<file path="config.mk">
export PLATFORM = sky130hd
export DESIGN_NAME = pgef_ram
export DESIGN_NICKNAME = d
export VERILOG_FILES = /design/src/rtl/previous_greater_element_finder_macros.svh /design/src/rtl/pgef_ram.sv
export SDC_FILE = /design/constraint.sdc
export NUM_CORES = 1
export LEC_CHECK = 0
export ABC_AREA = 1
export BUFFER_PORTS_ARGS = -buffer_cell sky130_fd_sc_hd__buf_2
export CAP_MARGIN = 20
export CORE_ASPECT_RATIO = 1.25
export CORE_MARGIN = 2
export CORE_UTILIZATION = 35
export CTS_CLUSTER_DIAMETER = 30
export DETAILED_ROUTE_END_ITERATION = 10
export HOLD_SLACK_MARGIN = 0.03
export PLACE_DENSITY = 0.53
export SYNTH_ARGS = -nofsm -noshare
export SYNTH_HDL_FRONTEND = slang
export SYNTH_SLANG_ARGS = --single-unit
</file>
<file path="constraint.sdc">
create_clock -name clk -period 2.9 [get_ports clk]
set_input_delay 0.58 -clock clk [delete_from_list [all_inputs] [get_ports clk]]
set_output_delay 0.58 -clock clk [all_outputs]
set_load 0.02 [all_outputs]
</file>
<file path="src/rtl/previous_greater_element_finder_macros.svh">
// ----------------------------------------------------------------------------
// previous greater element finder: assertion macros
// Shared concurrent assertion forms, clocked on clk and masked during rst.
// ----------------------------------------------------------------------------
`ifndef PREVIOUS_GREATER_ELEMENT_FINDER_MACROS_SVH
`define PREVIOUS_GREATER_ELEMENT_FINDER_MACROS_SVH

// same-cycle implication
`define PGEF_ASSERT_NOW(label, ante, cons, msg) \
  label: assert property (@(posedge clk) disable iff (rst) (ante) |-> (cons)) \
    else $error(msg);

// next-cycle implication
`define PGEF_ASSERT_NEXT(label, ante, cons, msg) \
  label: assert property (@(posedge clk) disable iff (rst) (ante) |=> (cons)) \
    else $error(msg);

`endif

</file>
<file path="src/rtl/pgef_ram.sv">
// ----------------------------------------------------------------------------
// pgef_ram
// Generic simple dual-port RAM: one write port, one read port, registered read.
// ----------------------------------------------------------------------------
`timescale 1ns / 1ps

module pgef_ram #(
  parameter int WIDTH = 8,
  parameter int DEPTH = 16
) (
  input  logic                     clk,
  input  logic                     wr_en,
  input  logic [$clog2(DEPTH)-1:0] wr_addr,
  input  logic [WIDTH-1:0]         wr_data,
  input  logic [$clog2(DEPTH)-1:0] rd_addr,
  output logic [WIDTH-1:0]         rd_data
);

  logic [WIDTH-1:0] mem [DEPTH];

  always_ff @(posedge clk) begin
    if (wr_en) begin
      mem[wr_addr] <= wr_data;
    end
    rd_data <= mem[rd_addr];
  end

endmodule

</file>
==> summary.md, run 1 <==
| Metric | Value |
|---|---|
| Status | `completed` |
| Post-cts sizing count | `0` |
| Leading area contributor after synthesis | `edfxtp_1` |
| Switching Fraction | `0.209` |
| Average wire per standard cell | `approximately 16 um` |
| Max-slew violation count | `0` |
| Slowest stage delay, CP | `0.67 ns` |
| Initial DRC count | `188` |
| CP top delay family | `simple AND/OR/NAND/NOR gates` |
| Core area | `16,100 um^2` |
| Via count | `3,695` |
| Most used DFF post-synth | `edfxtp_1` |
| CP Capture Type | `flip-flop` |
| Die Footprint | `17,500 um^2` |
| Post-detailed-route count of antenna-violating nets | `0` |
| Number of buffers and inverters on the critical path | `1` |
| R2r startpoint | `mem[7][6]` |
| Root buffer cell | `clkbuf_16` |
| Count of different cell masters after synthesis | `12` |
| Setup violators final | `0` |
| Area growth syn-to-layout | `15.6%` |
| Maximum vdd drop | `333 uV` |
| Crit Path Class | `in2reg` |
| Final core utilization | `0.413` |
| Worst-margin pin slew | `0.830 ns` |
| Sequential power share | `0.461` |
| Setup_tns | `0 ns` |
| Worst min-delay path class | `in2reg` |
| Crit path from | `wr_addr[2]` |
| Max Cap Viol | `0` |
| Sequential area share after synthesis | `0.694` |
| Clock Sinks | `between 100 and 150` |
| M1 GR Usage | `0.187` |
| Fmax | `roughly 640 MHz` |
| Wire length of the first global-routing pass | `between 20,000 and 25,000 um` |
| Fin crit share | `0.541` |
| Total iterations of the first detailed-routing run | `5` |
| Startpoint types | `primary input` |
| Initial antenna violation count | `0` |
| Yosys top cell area share | `0.667` |
| Clock latency on the worst-skew pair | `0.42 ns` |
| I/O Pins | `26` |
| Final hold vios | `0` |
| Fin Hold WS | `0.530 ns` |
| Ys Warns | `0` |
| Final instance area | `6670 um^2` |
| Detailed Place HPWL | `8220 um` |
| Worst Min Path Start | `rd_addr[3]` |
| Number of global-route vias before repair | `3,640` |
| Clock Power Share | `0.481` |
| Post CTS Setup Buffer Count | `0` |
| Die height | `148 um` |
| DRC Markers | `0` |
| Comb pwr share | `0.058` |
| Bufs on Longest Clock Path | `2` |
| H-tree levels | `4` |
| WP data required | `2.94 ns` |
| Sw Pwr | `approximately 1000 uW` |
| Worst path cell trace | `buf_2 > nand3b_1 > nor2_1` |
| Crit path max fanout | `8` |
| WP data arrival | `1.61 ns` |
| Post-synth EDFFs | `~130` |
| Post-place setup slack | `0.888 ns` |
| Port Buffer Count | `25` |
| Pwr Density | `718 nW/um^2` |
| Max_slew headroom | `0.444` |
| Global route hottest layer | `met2` |
| Wirelength, routed | `13,100 um` |
| Global-route usage over all layers | `0.158` |
| Cell area after synthesis | `around 5800 um^2` |
| Die Width | `between 100 and 150 um` |
| Syn avg cell area | `approximately 10 um^2` |
| Async S/R FF share, synth | `0` |
| Critical path's slowest cell | `nor2_1` |
| Top cells by count, synth | `nand2_1 (173), edfxtp_1 (128), inv_1 (100), nand3_1 (97), nor2_1 (17)` |
| Pleak | `0.00284 uW` |
| # rows | `52` |
| Hold Buf Count CTS | `0` |
| Post-synthesis net count | `about 570` |
| Synth area leaders | `edfxtp_1 (67%), nand2_1 (11%), nand3_1 (8.4%), inv_1 (6.5%), dfxtp_1 (2.8%)` |
| RSZ-0062 raised after global routing | `false` |
| GRT met2 Usage | `0.266` |
| Post-place instance area | `6030 um^2` |
| Antenna diodes | `0` |
| Layout cells sized above 1 | `0.104` |
| Met3 GRT Util | `0.0351` |
| Flops & latches, synth | `roughly 140` |
| TritonCTS clock tree | `built` |
| Final min period | `1.57 ns` |
| Internal Power | `roughly 3800 uW` |
| Cells after Synth | `551` |
| Mean number of vias per cell | `4.59` |
| Worst-path clk slew | `about 0.050 ns` |
| Clock Skews | `0.00777 ns` |
| Largest net degree at the start of global routing | `42` |
| Most common cell in the netlist | `nand2_1` |
| Fin worst setup slack | `1.33 ns` |
| Number of CTS-inserted buffers | `17` |
| GPL Wtd Cong | `0.766` |
| Fin nets | `about 600` |
| Starting density of the core | `0.357` |
| Congestion Overflow GR | `0` |
[routing by layer]
layer,share of wire,vias up
met4,0.038,0
met5,0,-
li1,-,1823
met2,0.51,102
met1,0.40,1746
met3,0.047,24
[power groups by stage]
stage / combinational [uW] / sequential [uW] / clock [uW]
final: 277 / 2210 / 2300
after global routing: 308 / 2210 / 2410
after CTS: 282 / 2210 / 2340
after detailed placement: 281 / 2250 / 0
after global placement: 279 / 2250 / 0
after floorplan: 155 / 2260 / 0
[cell families after synthesis]
kind of cell | share of synthesized area
flops | 0.694
buf+inv | 0.0952
simple gates | 0.210
[state kept, by name, indices dropped and copies added (netlist names)]
name and flops:
rd_data 8, mem 128
[metrics by stage]
stage | instances | total power (uW)
after floorplan | 551 | 2420
after global placement | 773 | 2530
after detailed placement | 773 | 2530
after CTS | 805 | 4830
after global routing | 805 | 4930
final | 805 | 4790
[tightest hold or removal path: cells and delay by family]
kind,cells,cell delay (ns)
buffers and inverters,1,0.17
and+or+nand+nor,2,0.15
[worst paths after layout]
| kind | end | slack, ns | cells after the start |
|---|---|---|---|
| worst max register to register | rd_data[6] | 1.79 | 6 |
| worst min-delay path | rd_data[4] | 0.53 | 3 |
| worst max-delay path | mem[10][1] | 1.33 | 3 |
| worst min register to register | rd_data[6] | 0.67 | 6 |
[cell type report]
cell class	instances	area, um^2
Multi-Input combinational cell	289	1210
Fill cell	1626	9470
Clock inverter	13	201
Sequential cell	136	4000
Timing Repair Buffer	30	163
Inverter	102	383
Clock buffer	19	433
Tap cell	216	270
[cell usage in the layout, fill, tap and decap left out]
cell type / count
nor2_1: 17
dfxtp_1: 8
clkinvlp_4: 2
clkinv_2: 3
inv_1: 100
bufinv_16: 5
nand3b_1: 2
edfxtp_1: 128
buf_4: 5
inv_2: 2
nand2_1: 173
nand3_1: 97
buf_2: 25
clkinv_4: 1
clkbuf_1: 2
clkinv_1: 1
inv_6: 1
clkbuf_16: 17
Power figures use the tool's default switching activity.
==> run 2, diff against run 1 <==
clock period = 1.52 ns   (was 2.9 ns; I/O delays follow)
==> summary.md, run 2 (synthesis results as in run 1) <==
| Metric | Value |
|---|---|
| Worst Min Path Start | `wr_data[2]` |
| Mean number of vias per cell | `between 4 and 5` |
| Wire length of the first global-routing pass | `~21,000 um` |
| Initial DRC count | `220` |
| Biggest regs | `mem: 128 flops, rd_data: 8 flops` |
| Most frequent cells in the layout | `nand2_1 (173), edfxtp_1 (128), inv_1 (100)` |
| R2r startpoint | `mem[5][5]` |
| Internal Power | `roughly 7000 uW` |
| Clock Skews | `0.0103 ns` |
| Switching Fraction | `0.224` |
| Max Cap Viol | `0` |
| Hold Buf Count CTS | `0` |
| Bufs on Longest Clock Path | `2` |
| CP Capture Type | `output pin` |
| Root buffer cell | `clkbuf_16` |
| DRC Markers | `0` |
| CP top delay family | `flip-flops` |
| Critical path's slowest cell | `dfxtp_1` |
| Fin nets | `622` |
| Wirelength, routed | `around 14,000 um` |
| Die height | `148 um` |
| Crit path max fanout | `1` |
| Fmax | `780 MHz` |
| Clock Power Share | `0.466` |
| Fillers | `between 1,500 and 2,000` |
| WHS Path Cells | `1` |
| Die Width | `roughly 120 um` |
| Maximum vdd drop | `between 600 and 700 uV` |
| Hold endpoint | `mem[1][2]` |
| Slowest stage delay, CP | `0.37 ns` |
| Number of CTS-inserted buffers | `17` |
| Detailed Place HPWL | `8850 um` |
| Post-cts sizing count | `0` |
| Pleak | `0.00299 uW` |
| Largest net degree at the start of global routing | `46` |
| Setup_tns | `0 ns` |
| Met2 wire length | `6950 um` |
| Core area | `16,100 um^2` |
| Pwr Total | `8950 uW` |
| Die Footprint | `17,500 um^2` |
| Worst min-delay path class | `in2reg` |
| Largest register FFs | `128` |
| Via count | `3,814` |
| Sw Pwr | `between 2000 and 2500 uW` |
| Clock Sinks | `~140` |
| I/O Pins | `26` |
| Number of buffers and inverters on the critical path | `1` |
| Post CTS Setup Buffer Count | `0` |
| Setup violators final | `0` |
| Crit Path Class | `reg2out` |
| GPL Wtd Cong | `0.811` |
| Post-place setup slack | `0.163 ns` |
| Antenna diodes | `0` |
| Fin worst setup slack | `0.237 ns` |
| Initial antenna violation count | `0` |
| Worst-margin pin slew | `0.359 ns` |
| Area growth syn-to-layout | `19.5%` |
| Met3 wire len | `505 um` |
| Layout cells sized above 1 | `0.146` |
| Port Buffer Count | `25` |
| Fin Hold WS | `between 0.2 and 0.3 ns` |
| Post-detailed-route count of antenna-violating nets | `0` |
| Fin crit share | `0.844` |
| Max_slew headroom | `0.761` |
| Final hold vios | `0` |
| Final min period | `1.28 ns` |
| Sequential power share | `0.472` |
| Global-route usage over all layers | `0.162` |
| Startpoint types | `flip-flop` |
| WP data arrival | `0.98 ns` |
| Commonest non-fill, non-tap cell in the layout | `nand2_1` |
| WP data required | `1.22 ns` |
| TritonCTS clock tree | `built` |
| H-tree levels | `4` |
| Number of global-route vias before repair | `3,738` |
| Average wire per standard cell | `roughly 16 um` |
| Comb pwr share | `0.062` |
| Critical R2R Capture | `rd_data[5]` |
| Total iterations of the first detailed-routing run | `4` |
| Max-slew violation count | `0` |
| Worst path cell trace | `buf_2` |
| R2R setup slack | `0.54 ns` |
| Pwr Density | `between 1000 and 1500 nW/um^2` |
| Clock latency on the worst-skew pair | `0.42 ns` |
| Status | `completed` |
| R2R cell count | `6` |
| Starting density of the core | `0.357` |
| Highest routed layer | `met4` |
| Congestion Overflow GR | `0` |
| Worst-path clk slew | `0.06 ns` |
| Largest Register | `mem` |
| Metal-1 WL | `5860 um` |
| RSZ-0062 raised after global routing | `false` |
| # rows | `52` |
## run 2: power by group through the flow
stage / sequential, uW / combinational, uW / clock [uW]
global placement: 4310 / 557 / 0
CTS: 4220 / 567 / 4240
global route: 4230 / 620 / 4400
floorplan: 4320 / 296 / 0
detailed placement: 4300 / 564 / 0
finish: 4220 / 557 / 4170
## run 2: how the worst max path moves through the flow
stage	endpoint	cells after the start	slack, ns	from
after floorplan	mem[10][0]	2	0.27	wr_addr[2]
after global placement	rd_data[6]	8	0.17	rd_addr[0]
after detailed placement	rd_data[6]	8	0.16	rd_addr[0]
after CTS	rd_data[4]	1	0.21	rd_data[4]
after global routing	rd_data[4]	1	0.21	rd_data[4]
final	rd_data[4]	1	0.24	rd_data[4]
## run 2: per-layer routing
layer | track usage | vias to the layer above
met5 | 0 | -
met4 | 0.0554 | 0
met3 | 0.0347 | 13
met2 | 0.282 | 77
met1 | 0.200 | 1848
li1 | - | 1876
## run 2: area by class of cell
cell class	count	area, um^2	share of cell area
flip-flops and latches	136	4000	0.581
clock buffers	18	429	0.0623
well taps	216	270	0.0392
clock inverters	14	170	0.0247
multi-input cells	289	1210	0.176
inverters	102	383	0.0555
repair buffers	58	423	0.0614
## run 2: through the flow
stage / util / area (um^2) / instances
floorplan: - / 5770 / 551
global placement: 0.390 / 6290 / 801
detailed placement: 0.390 / 6290 / 801
CTS: 0.427 / 6890 / 833
global route: 0.427 / 6890 / 833
finish: 0.427 / 6890 / 833
